### config.mk
export PLATFORM = sky130hd
export DESIGN_NAME = abp_ctrl
export DESIGN_NICKNAME = d
export VERILOG_FILES = /design/src/abp_pkg.sv /design/src/abp_ctrl.sv
export SDC_FILE = /design/constraint.sdc
export NUM_CORES = 1
export LEC_CHECK = 0
export BUFFER_PORTS_ARGS = -buffer_cell sky130_fd_sc_hd__buf_2
export CAP_MARGIN = 20
export CORE_AREA = 2 2 39 41
export CTS_CLUSTER_SIZE = 20
export DETAILED_ROUTE_END_ITERATION = 7
export DIE_AREA = 0 0 41 43
export PLACE_DENSITY = 0.5
export SYNTH_ARGS = -nofsm -noshare
export SYNTH_HDL_FRONTEND = slang
export SYNTH_SLANG_ARGS = --single-unit
### constraint.sdc
create_clock -name clk -period 1.1 [get_ports clk]
set_clock_uncertainty 0.05 [all_clocks]
set_input_delay 0.11 -clock clk [delete_from_list [all_inputs] [get_ports clk]]
set_output_delay 0.11 -clock clk [all_outputs]
set_load 0.01 [all_outputs]
### src/abp_pkg.sv
`default_nettype none
package abp_pkg;

  localparam int BITS      = 8;
  localparam int WAYS      = 4;
  localparam int RAS_DEPTH = 16;

  localparam int NSETS = 1 << BITS;
  localparam int NENT  = NSETS * WAYS;
  localparam int SET_W = BITS;
  localparam int IDX_W = $clog2(NENT);
  localparam int WAY_W = (WAYS > 1) ? $clog2(WAYS) : 1;
  localparam int SP_W  = (RAS_DEPTH > 1) ? $clog2(RAS_DEPTH) : 1;
  localparam int CNT_W = $clog2(RAS_DEPTH + 1);
  localparam int CTR_W = 3;

  localparam logic [1:0] BIAS_UNSET = 2'd2;

  localparam logic [CTR_W-1:0] CTR_MAX    = 3'd4;
  localparam logic [CTR_W-1:0] CTR_INIT   = 3'd1;
  localparam logic [CTR_W-1:0] CTR_THRESH = 3'd2;

  localparam logic OP_PREDICT = 1'b0;
  localparam logic OP_UPDATE  = 1'b1;

  typedef struct packed {
    logic            valid;
    logic [63:0]     tag;
    logic [63:0]     target;
    logic [BITS-1:0] ci;
    logic [1:0]      bias;
  } ent_t;

  localparam int ENT_W = $bits(ent_t);

  typedef struct packed {
    logic clear;
    logic load;
    logic search;
    logic wp_wr;
    logic ent_lat;
    logic exec;
  } cmd_t;

  typedef struct packed {
    logic clear_done;
    logic hit;
    logic miss;
    logic op_update;
    logic out_busy;
  } sts_t;

endpackage
`default_nettype wire

### src/abp_ctrl.sv
`default_nettype none
module abp_ctrl (
  input  wire logic          clk,
  input  wire logic          rst,
  input  wire logic          s_tvalid,
  output logic               s_tready,
  output abp_pkg::cmd_t      cmd,
  input  wire abp_pkg::sts_t sts
);

  typedef enum logic [3:0] {
    CLEAR, IDLE, SEARCH, WP_RD, WP_WR, ENT_RD, ENT_LAT, CNT_RD, EXEC
  } state_t;

  state_t state;
  logic   exec_go;

  assign exec_go  = !(!sts.op_update && sts.out_busy);
  assign s_tready = (state == IDLE);

  always_comb begin
    cmd         = '0;
    cmd.clear   = (state == CLEAR);
    cmd.load    = (state == IDLE) && s_tvalid;
    cmd.search  = (state == SEARCH);
    cmd.wp_wr   = (state == WP_WR);
    cmd.ent_lat = (state == ENT_LAT);
    cmd.exec    = (state == EXEC) && exec_go;
  end

  always_ff @(posedge clk) begin
    if (rst) begin
      state <= CLEAR;
    end else begin
      case (state)
        CLEAR: begin
          if (sts.clear_done) state <= IDLE;
        end
        IDLE: begin
          if (s_tvalid) state <= SEARCH;
        end
        SEARCH: begin
          if (sts.hit) begin
            state <= CNT_RD;
          end else if (sts.miss) begin
            state <= sts.op_update ? CNT_RD : WP_RD;
          end
        end
        WP_RD:   state <= WP_WR;
        WP_WR:   state <= ENT_RD;
        ENT_RD:  state <= ENT_LAT;
        ENT_LAT: state <= CNT_RD;
        CNT_RD:  state <= EXEC;
        EXEC: begin
          // hold a predict while the previous result is still unclaimed
          if (exec_go) state <= IDLE;
        end
        default: state <= CLEAR;
      endcase
    end
  end

  a_one_cmd: assert property (@(posedge clk) disable iff (rst)
    $onehot0({cmd.clear, cmd.load, cmd.search, cmd.wp_wr, cmd.ent_lat, cmd.exec}))
    else $error("conflicting commands");

  a_load_search: assert property (@(posedge clk) disable iff (rst)
    cmd.load |=> cmd.search)
    else $error("search did not follow load");

  a_exec_idle: assert property (@(posedge clk) disable iff (rst)
    cmd.exec |=> s_tready)
    else $error("not idle after execute");

endmodule
`default_nettype wire

==> results by group, run 1 <==
Drt
  – Iter 0 DRT Violations: 0
  – Post-detailed-route count of antenna-violating nets: 0
  – DRT Pass-1 Iters: 1
  – DRC violation count after routing: 0
  – Post-DR wirelength/cell: about 11 um
  – DRT Wirelength: 977 um
  – Via Count: 399
  – Ratio of routed vias to standard cells: ~4.6

Floorplanning
  – Floorplan die area: 1763 um2
  – Core area: about 1400 um2
  – Height of the die: 43 um
  – Horizontal extent of the die: 41 um
  – Row Count: 14
  – Ports placed on the boundary: 15
  – Initial Util: approximately 26%

Critical path
  – Setup crit end kind: output pin
  – Critical register-to-register path endpoint: state[0]
  – Startpoint Class: flop
  – Worst Reg2Reg Path Length in Cells: 3
  – Worst reg2reg path startpoint: state[2]
  – Setup slack, reg-to-reg: -0.16 ns
  – Worst endpoint required time: 0.94 ns
  – Highest net fanout along the worst path: 4
  – Crit path DAT: 1.13 ns
  – Start-to-end type of the worst setup path: flop to output pin

Global routing
  – Aggregate global routing overflow: 0
  – Gr usage total: between 10% and 20%
  – Antenna violations before repair: 0
  – Via count of the first global-routing pass: 386
  – Global-route wire length before repair: approximately 1600 um
  – Pin count of the biggest net entering global routing: 11

Timing
  – Final sum of negative setup slack: -1.667 ns
  – Worst Setup Slack, final: -0.1913 ns
  – Shortest period the worst path allows: between 1 and 1.5 ns
  – Highest achievable clock rate: ~770 MHz
  – Pins Over Slew Limit: 0
  – Slew @ Worst Pin: around 0.22 ns
  – Hold Slack: between 0.1 and 0.15 ns
  – Slew HR: a little under nine tenths
  – Setup-violating endpoint count in the final report: 11
  – Setup repair after global routing missed its margin: yes
  – Final Hold Fails: 0
  – Part of the cycle the worst path needs: 117.4%

Clock network
  – Total number of H-tree levels: 1
  – Clock insertion delay at the later pin of the skew report: 0.23 ns
  – Longest Clk Path Bufs: 2
  – CTS tree: done
  – CTS buffer count: 3
  – Clock-pin slew on the worst setup and hold paths: 0.04 ns
  – Root cell of the clock tree: clkbuf_4
  – Number of buffers added to fix hold violations after cts: 0
  – Clock Sink Count: 4

Place
  – Post-DP Area: 449.2 um2
  – Estimated wirelength of the detail-placed design: ~640 um
  – Number of placed cells counting well taps: between 70 and 80
  – Final weighted congestion in routability-driven placement: about 0.79
  – Pre-CTS setup slack: -0.1568 ns
  – Number of I/O port buffers: 14

Yosys
  – Cell area after synthesis: around 360 um2
  – Area share of fa/ha/maj cells after synthesis: 0%
  – Main combinational cell family by area after synthesis: simple AND/OR/NAND/NOR gates
  – Count of unique library cells instantiated by Yosys: 28
  – Synthesis Warnings: 0
  – Complex-gate fraction of the synthesized area: 17.19%
  – Simple-gate share of the synthesized area: between 40% and 50%
  – Number of synthesized register bits: 4
  – Mux share of post-synthesis cell area: 0%
  – Synthesized instance count: 43
  – Number of nets produced by synthesis: between 50 and 60
  – XOR/XNOR Fraction of Synth Area: 0%
  – Share of the yosys chip area belonging to registers: 22.46%
  – Synthesized area per cell: 8.293 um2

Pwr
  – Sequential Power Share: a little over a quarter
  – Switching Fraction: roughly 33%
  – Largest voltage drop on the vdd net: 0.4731 mV
  – Proportion of power drawn by the clock network: between 20% and 30%
  – Part of the power in combinational logic: 48.5%
  – Cell Pwr Density: approximately 1100 nW/um2
  – Net switching power of the design: 0.2405 mW
  – Leakage power: between 0.2 and 0.3 nW
  – Internal power component: ~0.5 mW

Worst hold path
  – Min-Delay Startpoint: rst
  – Number of stages on the worst hold path: 3
  – Hold EP: state[1]
  – Worst Hold Class: primary input to flop

Layout
  – Finished Layout Cells: 86
  – Final instance area: 644.4 um2
  – P&R area growth vs syn: 80.70%
  – Final Net Count: 80
  – Commonest cells after routing, fill and taps aside: buf_2 (14), buf_4 (9), nor2_1 (4), buf_6 (4), dfxtp_4 (4)
  – Flip-flop count of the largest register after layout: 4
  – Biggest register: state
  – Antenna Cells: 0
  – Commonest non-fill, non-tap cell in the layout: buf_2
  – Ratio of cells with drive above 1 in the final layout: 74.29%
  – Leading registers by flop count: state (4)

Status
  – Run status: complete, but fails checks
  – Failing checks: negative setup slack

Job
  – Max-Cap Viols: 0
==> Yosys cell counts <==
library cell / number / area [um2]
a31o_1: 1 / 8.760
a31oi_1: 1 / 6.260
and2_1: 1 / 6.260
buf_4: 1 / 7.510
buf_6: 3 / 33.78
dfxtp_1: 4 / 80.08
inv_1: 1 / 3.750
inv_4: 1 / 6.260
nand2_1: 3 / 11.26
nand2_2: 2 / 12.51
nand2b_1: 2 / 12.51
nand3_2: 1 / 10.01
nor2_1: 6 / 22.52
nor2_4: 1 / 11.26
nor2b_1: 1 / 6.260
nor3_1: 2 / 10.01
nor3_2: 1 / 10.01
nor3b_1: 1 / 7.510
nor4_1: 1 / 6.260
nor4b_4: 1 / 23.77
o211ai_1: 1 / 7.510
o211ai_2: 1 / 12.51
o21ai_0: 1 / 5.000
o21ai_1: 1 / 5.000
o31a_1: 1 / 8.760
o31ai_1: 1 / 7.510
or3_1: 1 / 6.260
or4_1: 1 / 7.510
==> layer usage <==
metal	GRT usage (%)	share of wire, %	vias to the layer above	routed length (um)
li1	-	-	208	-
met1	17.04	40	179	387
met2	21.56	55	12	540
met3	4.712	5.0	0	49
met4	4.000	0	0	0
met5	0	0	-	0
==> logic make-up (layout without fill, tap and decap cells) <==
logic type | Yosys count | count (layout)
DFF | 4 | 4
and+or+nand+nor | 25 | 25
buffers and inverters | 6 | 33
AOI/OAI and AO/OA | 8 | 8
==> timing repair <==
item                                    4_1_cts  5_1_grt
resized for setup                            17        7
pin swaps                                     4        7
endpoints found under the setup margin       11       11
setup buffers                                 4        5
==> power groups by stage <==
stage	combinational (mW)	sequential [mW]	clock (mW)
3_3_place_gp	0.198	0.204	0
6_report	0.358	0.201	0.179
3_5_place_dp	0.198	0.202	0
4_1_cts	0.284	0.203	0.183
2_1_floorplan	0.172	0.175	0
5_1_grt	0.391	0.205	0.201
==> stage by stage <==
stage | util, % | total power, mW
finish | 46.56 | 0.7378
global route | 46.56 | 0.7970
CTS | 40.96 | 0.6702
detailed placement | 32.46 | 0.4005
global placement | 32.46 | 0.4019
floorplan | - | 0.3475
==> how the worst max path moves through the flow <==
stage | start | end | slack (ns) | cells after the start
after global placement | state[1] | state[1] | -0.14 | 4
after CTS | state[0] | cmd[2] | -0.22 | 4
after global routing | state[3] | cmd[3] | -0.27 | 3
final | state[0] | cmd[5] | -0.19 | 3
after detailed placement | state[3] | state[0] | -0.16 | 4
after floorplan | state[1] | state[0] | -0.05 | 5
==> cell type report <==
class / instances / area [um2]
flip-flops and latches: 4 / 95.09
clock buffers: 3 / 22.52
fillers: 144 / 739.5
repair buffers: 28 / 202.7
inverters: 2 / 10.01
well taps: 16 / 20.02
multi-input cells: 33 / 294.0
==> worst max-delay path, stage by stage, from the launching register on <==
cell and delay (ns):
dfxtp_4 0.37, buf_6 0.13, nor4_2 0.24, buf_2 0.16
(Power assumes the default switching activity.)
==> inputs of run 2 (changes only) <==
- PLACE_DENSITY: 0.5 -> 0.48
- clock period: 1.1 -> 1.5 ns (I/O delays scaled with it)
==> results by group, run 2 (synthesized netlist as in run 1, its figures left out) <==
Critical path
  – Highest net fanout along the worst path: 9 (was 4)
  – Start-to-end type of the worst setup path: flop to output pin (unchanged)
  – Worst Reg2Reg Path Length in Cells: 4 (was 3)
  – Cell Chain, Critical Path: nor3_2 > nor3b_1 > buf_2 (was buf_6 > nor4_2 > buf_2)
  – Largest incremental delay on the critical path: 0.38 ns (was 0.37 ns)
  – Worst endpoint required time: 1.30 ns (was 0.94 ns)
  – Worst reg2reg path startpoint: state[3] (was state[2])
  – Crit path DAT: 1.17 ns (was 1.13 ns)
  – Slowest cell on the critical path: dfxtp_2 (was dfxtp_4)
  – Worst Path Buf+Inv: 1 (was 2)
  – Setup crit end kind: output pin (unchanged)
  – Setup slack, reg-to-reg: 0.29 ns (was -0.16 ns)
  – Startpoint Class: flop (unchanged)
  – Critical Path Stages: 3 (unchanged)
  – CP delay by family, top: simple AND/OR/NAND/NOR gates (was flip-flops)
  – Critical register-to-register path endpoint: state[0] (unchanged)

Worst hold path
  – Hold EP: state[0] (was state[1])
  – Number of stages on the worst hold path: 3 (unchanged)
  – Worst Hold Class: primary input to flop (unchanged)
  – Min-Delay Startpoint: s_tvalid (was rst)

Floorplanning
  – Ports placed on the boundary: 15 (unchanged)
  – Horizontal extent of the die: 41 um (unchanged)
  – Core area: 1384 um2 (unchanged)
  – Row Count: 14 (unchanged)
  – Floorplan die area: 1763 um2 (unchanged)
  – Initial Util: 25.77% (unchanged)
  – Height of the die: 43 um (unchanged)

Clock network
  – Clock insertion delay at the later pin of the skew report: 0.23 ns (about the same)
  – Clock Sink Count: 4 (unchanged)
  – Total number of H-tree levels: 1 (unchanged)
  – Number of buffers added to fix hold violations after cts: 0 (unchanged)
  – Clock-pin slew on the worst setup and hold paths: 0.04 ns (about the same)
  – Longest Clk Path Bufs: 2 (unchanged)
  – Root cell of the clock tree: clkbuf_4 (unchanged)
  – CTS buffer count: 3 (unchanged)
  – CTS tree: done (unchanged)

Timing
  – Final Hold Fails: 0 (unchanged)
  – Slew @ Worst Pin: 0.2490 ns (was 0.2228 ns)
  – Setup repair after global routing missed its margin: no (was yes)
  – Setup-violating endpoint count in the final report: 0 (was 11)
  – Hold Slack: 0.1630 ns (was 0.1413 ns)
  – Part of the cycle the worst path needs: 91.51%
  – Slew HR: 83.40% (was 85.12%)
  – Highest achievable clock rate: approximately 730 MHz
  – Pins Over Slew Limit: 0 (unchanged)
  – Final sum of negative setup slack: 0 ns (was -1.667 ns)
  – Shortest period the worst path allows: between 1 and 1.5 ns

Global routing
  – Global-route wire length before repair: 1221 um (was 1642 um)
  – Aggregate global routing overflow: 0 (unchanged)
  – Via count of the first global-routing pass: 295 (was 386)
  – Pin count of the biggest net entering global routing: 12 (was 11)
  – Gr usage total: 9.950% (was 13.76%)
  – Antenna violations before repair: 0 (unchanged)

Drt
  – Via Count: 335 (was 399)
  – Iter 0 DRT Violations: 11 (was 0)
  – DRT Wirelength: 750 um (was 977 um)
  – DRC violation count after routing: 0 (unchanged)
  – Post-DR wirelength/cell: 10.42 um (was 11.36 um)
  – DRT Pass-1 Iters: 4 (was 1)
  – Post-detailed-route count of antenna-violating nets: 0 (unchanged)
  – Ratio of routed vias to standard cells: 4.653 (was 4.640)

Place
  – Number of I/O port buffers: 14 (unchanged)
  – Final weighted congestion in routability-driven placement: 0.7437 (was 0.7861)
  – Number of placed cells counting well taps: 69 (was 74)
  – Estimated wirelength of the detail-placed design: 584.5 um (was 640.7 um)

Layout
  – Finished Layout Cells: 72 (was 86)
  – Ratio of cells with drive above 1 in the final layout: 51.79% (was 74.29%)
  – Biggest register: state (unchanged)
  – Commonest non-fill, non-tap cell in the layout: buf_2 (unchanged)
  – Antenna Cells: 0 (unchanged)
  – Leading registers by flop count: state (4) (unchanged)
  – Flip-flop count of the largest register after layout: 4 (unchanged)
  – Final Net Count: 66 (was 80)
  – Commonest cells after routing, fill and taps aside: buf_2 (14), nor2_1 (6), dfxtp_2 (4) (was buf_2 (14), buf_4 (9), nor2_1 (4), buf_6 (4), dfxtp_4 (4))
  – FILL cells: 162 (was 144)
  – P&R area growth vs syn: 21.40% (was 80.70%)

Pwr
  – Leakage power: 0.1831 nW (was 0.2936 nW)
  – Cell Pwr Density: 943.4 nW/um2 (was 1145 nW/um2)
  – Largest voltage drop on the vdd net: 0.3999 mV (was 0.4731 mV)
  – Power Total: 0.4084 mW (was 0.7378 mW)

Status
  – Run status: finished clean (was complete, but fails checks)

Job
  – Max-Cap Viols: 0 (unchanged)
[run 2: changes by cell type in the layout (fill, tap and decap cells not counted), sizes merged]
cell,before,now
buf,28,14
[run 2: per-stage QoR]
| stage | worst slack [ns] | area, um2 | util [%] |
|---|---|---|---|
| after floorplan | 0.3066 | 356.6 | - |
| after global placement | 0.1459 | 405.4 | 29.29 |
| after detailed placement | 0.1379 | 405.4 | 29.29 |
| after CTS | 0.02645 | 429.2 | 31.01 |
| after global routing | 0.02179 | 432.9 | 31.28 |
| final | 0.1274 | 432.9 | 31.28 |
[run 2: worst max-delay path by stage]
stage                         from  slack (ns)        to
after floorplan           state[3]        0.31  state[0]
after global placement    state[3]        0.15  state[0]
after detailed placement  state[3]        0.14  state[0]
after CTS                 state[1]        0.03    cmd[4]
after global routing      state[3]        0.02    cmd[4]
final                     state[1]        0.13    cmd[0]
[run 2: area by class of cell]
cell class                 count  area [um2]  area share [%]
clock buffer                   3       22.52           5.202
inverter                       2       10.01           2.312
multi-input combinational     33       225.2           52.02
sequential                     4       85.08           19.65
tap                           16       20.02           4.624
timing repair buffer          14       70.07           16.18
[run 2: tightest hold or removal path: stages]
cell and delay (ns):
buf_2 0.10, or4_1 0.10, o31ai_1 0.05
[run 2: repair_timing]
item                                    CTS  global route
endpoints found under the setup margin    1             3
resized for setup                         1             3
setup buffers                             0             0
pin swaps                                 0             1
[run 2: power breakdown]
part | total, mW | internal (mW) | switching [mW]
clock | 0.133 | 0.0895 | 0.0434
sequential | 0.155 | 0.120 | 0.0349
combinational | 0.120 | 0.0618 | 0.0587
total | 0.408 | 0.271 | 0.137
[run 2: per-layer routing]
metal	vias to the layer above	track usage (%)	share of wire (%)
met1	145	16.45	51
met2	11	12.19	43
met3	2	0	4.4
met4	0	6.000	1.5
li1	177	-	-
met5	-	0	0
==> inputs of run 3 (changes only) <==
- ABC_AREA: not set -> 1
- CTS_BUF_LIST: not set -> sky130_fd_sc_hd__clkbuf_4 sky130_fd_sc_hd__clkbuf_8 sky130_fd_sc_hd__clkbuf_16
==> results by group, run 3 <==
Layout
  – Flip-flop count of the largest register after layout: 4 (unchanged)
  – Ratio of cells with drive above 1 in the final layout: 44.74% (was 51.79%)
  – Final Net Count: 86 (was 66)
  – Final instance area: 466.7 um2 (was 432.9 um2)
  – P&R area growth vs syn: 31.80% (was 21.40%)
  – Antenna Cells: 0 (unchanged)
  – Finished Layout Cells: 92 (was 72)
  – Commonest non-fill, non-tap cell in the layout: buf_2 (unchanged)
  – Leading registers by flop count: state (4) (unchanged)
  – Biggest register: state (unchanged)
  – Commonest cells after routing, fill and taps aside: buf_2 (14), nor2_1 (12), inv_1 (9), nand2_1 (9) (was buf_2 (14), nor2_1 (6), dfxtp_2 (4))

Place
  – Final weighted congestion in routability-driven placement: 0.7375 (was 0.7437)
  – Number of I/O port buffers: 14 (unchanged)
  – Post-DP Area: 444.2 um2 (was 405.4 um2)
  – Pre-CTS setup slack: 0.3089 ns (was 0.1379 ns)
  – Estimated wirelength of the detail-placed design: 663.2 um (was 584.5 um)
  – Number of placed cells counting well taps: 89 (was 69)

Drt
  – DRT Wirelength: 757 um (was 750 um)
  – Post-detailed-route count of antenna-violating nets: 0 (unchanged)
  – Via Count: 388 (was 335)
  – Ratio of routed vias to standard cells: 4.217 (was 4.653)
  – DRC violation count after routing: 0 (unchanged)
  – Post-DR wirelength/cell: 8.228 um (was 10.42 um)
  – Iter 0 DRT Violations: 12 (was 11)
  – DRT Pass-1 Iters: 4 (unchanged)

Yosys
  – Synthesis Warnings: 0 (unchanged)
  – Fraction of synthesis flops using an asynchronous set or reset pin: 0% (unchanged)
  – Leading area contributor after synthesis: dfxtp_1 (unchanged)
  – Most frequently used cell type in the post-synthesis netlist: nor2_1 (unchanged)
  – Number of nets produced by synthesis: 67 (was 51)
  – Commonest cells in the netlist: nor2_1 (12), inv_1 (9), nand2_1 (9) (was nor2_1 (6), dfxtp_1 (4), buf_6 (3), nand2_1 (3))
  – Number of synthesized register bits: 4 (unchanged)
  – Synthesized instance count: 59 (was 43)
  – Post-synth EDFFs: 0 (unchanged)
  – Synth area leaders: dfxtp_1 (23%), nor2_1 (13%), inv_1 (9.5%) (was dfxtp_1 (22%), buf_6 (9.5%), nor4b_4 (6.7%))
  – Primary flip-flop cell chosen by synthesis mapping: dfxtp_1 (unchanged)
  – Fraction of synthesized cell area taken by the top area cell type: 22.61% (was 22.46%)
  – Cell area after synthesis: 354.1 um2 (was 356.6 um2)
  – Count of unique library cells instantiated by Yosys: 14 (was 28)
  – Share of the yosys chip area belonging to registers: 22.61% (was 22.46%)
  – Synthesized area per cell: 6.002 um2 (was 8.293 um2)

Critical path
  – CP delay by family, top: flip-flops (was simple AND/OR/NAND/NOR gates)
  – Crit path DAT: 1.19 ns (was 1.17 ns)
  – Highest net fanout along the worst path: 6 (was 9)
  – Worst Reg2Reg Path Length in Cells: 7 (was 4)
  – Slowest cell on the critical path: dfxtp_1 (was dfxtp_2)
  – Setup crit end kind: output pin (unchanged)
  – Worst reg2reg path startpoint: state[1] (was state[3])
  – Critical register-to-register path endpoint: state[1] (was state[0])
  – Worst Path Buf+Inv: 2 (was 1)
  – Worst setup path endpoint: cmd[0] (unchanged)
  – Critical Path Stages: 4 (was 3)
  – Cell Chain, Critical Path: nor2_2 > inv_2 > nor4_1 > buf_2 (was nor3_2 > nor3b_1 > buf_2)
  – Start-to-end type of the worst setup path: flop to output pin (unchanged)
  – Worst endpoint required time: 1.30 ns (about the same)
  – Setup slack, reg-to-reg: 0.31 ns (was 0.29 ns)
  – Startpoint Class: flop (unchanged)
  – Start point of the critical path: state[1] (unchanged)
  – Largest incremental delay on the critical path: 0.36 ns (was 0.38 ns)

Timing
  – Slew HR: 83.79% (was 83.40%)
  – Shortest period the worst path allows: 1.392 ns (was 1.373 ns)
  – Highest achievable clock rate: 718.4 MHz (was 728.5 MHz)
  – Hold Slack: 0.07726 ns (was 0.1630 ns)
  – Pins Over Slew Limit: 0 (unchanged)
  – Worst Setup Slack, final: 0.1081 ns (was 0.1274 ns)
  – Slew @ Worst Pin: 0.2428 ns (was 0.2490 ns)
  – Final sum of negative setup slack: 0 ns (unchanged)
  – Part of the cycle the worst path needs: 92.79% (was 91.51%)
  – Setup repair after global routing missed its margin: no (unchanged)
  – Setup-violating endpoint count in the final report: 0 (unchanged)
  – Final Hold Fails: 0 (unchanged)

Global routing
  – Aggregate global routing overflow: 0 (unchanged)
  – Gr usage total: 11.02% (was 9.950%)
  – Pin count of the biggest net entering global routing: 7 (was 12)
  – Via count of the first global-routing pass: 363 (was 295)
  – Global-route wire length before repair: 1311 um (was 1221 um)
  – Antenna violations before repair: 0 (unchanged)

Clock network
  – Clock-pin slew on the worst setup and hold paths: 0.04 ns (about the same)
  – Clock Sink Count: 4 (unchanged)
  – CTS tree: done (unchanged)
  – Number of buffers added to fix hold violations after cts: 0 (unchanged)
  – Longest Clk Path Bufs: 2 (unchanged)
  – Clock insertion delay at the later pin of the skew report: 0.23 ns (about the same)
  – Root cell of the clock tree: clkbuf_4 (unchanged)
  – Number of buffers inserted to repair setup after CTS: 0 (unchanged)
  – CTS buffer count: 3 (unchanged)
  – Total number of H-tree levels: 1 (unchanged)
  – Number of gates resized after CTS: 0 (was 1)

Status
  – Run status: finished clean (unchanged)

Floorplanning
  – Horizontal extent of the die: 41 um (unchanged)
  – Initial Util: 25.59% (was 25.77%)
  – Ports placed on the boundary: 15 (unchanged)
  – Core area: 1384 um2 (unchanged)
  – Height of the die: 43 um (unchanged)
  – Floorplan die area: 1763 um2 (unchanged)
  – Row Count: 14 (unchanged)

Worst hold path
  – Worst Hold Class: primary input to flop (unchanged)

Pwr
  – Largest voltage drop on the vdd net: 0.5505 mV (was 0.3999 mV)
  – Cell Pwr Density: 1926 nW/um2 (was 943.4 nW/um2)
  – Leakage power: 0.2708 nW (was 0.1831 nW)

Job
  – Max-Cap Viols: 0 (unchanged)
## run 3: cell types whose count changed after synthesis, sizes merged, moves of 2 or more
cell | before | now
nand2b | 2 | 0
o211ai | 2 | 0
nand2 | 5 | 14
a21oi | 0 | 2
nor2 | 7 | 19
inv | 2 | 12
buf | 4 | 0
nand3 | 1 | 6
nor3 | 3 | 0
## run 3: kinds of logic (layout without fill, tap and decap cells)
| kind of cell | after synthesis | after routing | synth area share (%) |
|---|---|---|---|
| and+or+nand+nor | 40 | 40 | 59.36 |
| AOI/OAI and AO/OA | 3 | 3 | 5.298 |
| buffers and inverters | 12 | 29 | 12.72 |
| DFF | 4 | 4 | 22.62 |
## run 3: worst min-delay path by stage
stage | start | end | slack (ns) | cells after the start
finish | rst | state[0] | 0.08 | 2
global placement | rst | state[0] | 0.32 | 2
CTS | rst | state[0] | 0.07 | 2
global route | rst | state[0] | 0.08 | 2
detailed placement | rst | state[0] | 0.32 | 2
floorplan | rst | state[0] | 0.16 | 1
## run 3: worst register-to-register path: cells and delay by family (launching register included)
family / cells / cell delay (ns)
AND/OR/NAND/NOR: 7 / 0.59
flip-flops: 1 / 0.44
## run 3: stage by stage
step	power [mW]	utilization, %
after floorplan	0.6338	-
after global placement	0.7824	32.10
after detailed placement	0.7751	32.10
after CTS	0.9130	33.73
after global routing	0.9998	33.73
final	0.8988	33.73
## run 3: layout make-up
cell class	instances	area (um2)
fill	164	917.1
multi-input combinational	43	229.0
sequential	4	80.08
timing repair buffer	14	70.07
inverter	12	45.04
clock buffer	3	22.52
tap	16	20.02
## run 3: power by group
part	switching, mW	leakage, nW	internal [mW]	total (mW)
clock	0.0425	0.0138	0.0894	0.132
sequential	0.0544	0.0328	0.142	0.197
combinational	0.352	0.224	0.218	0.570
total	0.449	0.271	0.450	0.899
## run 3: per-layer routing
metal | global-route usage, % | wire length (um)
met1 | 12.14 | 332
met2 | 17.81 | 379
met3 | 1.571 | 45
met4 | 8.000 | 0
met5 | 0 | 0
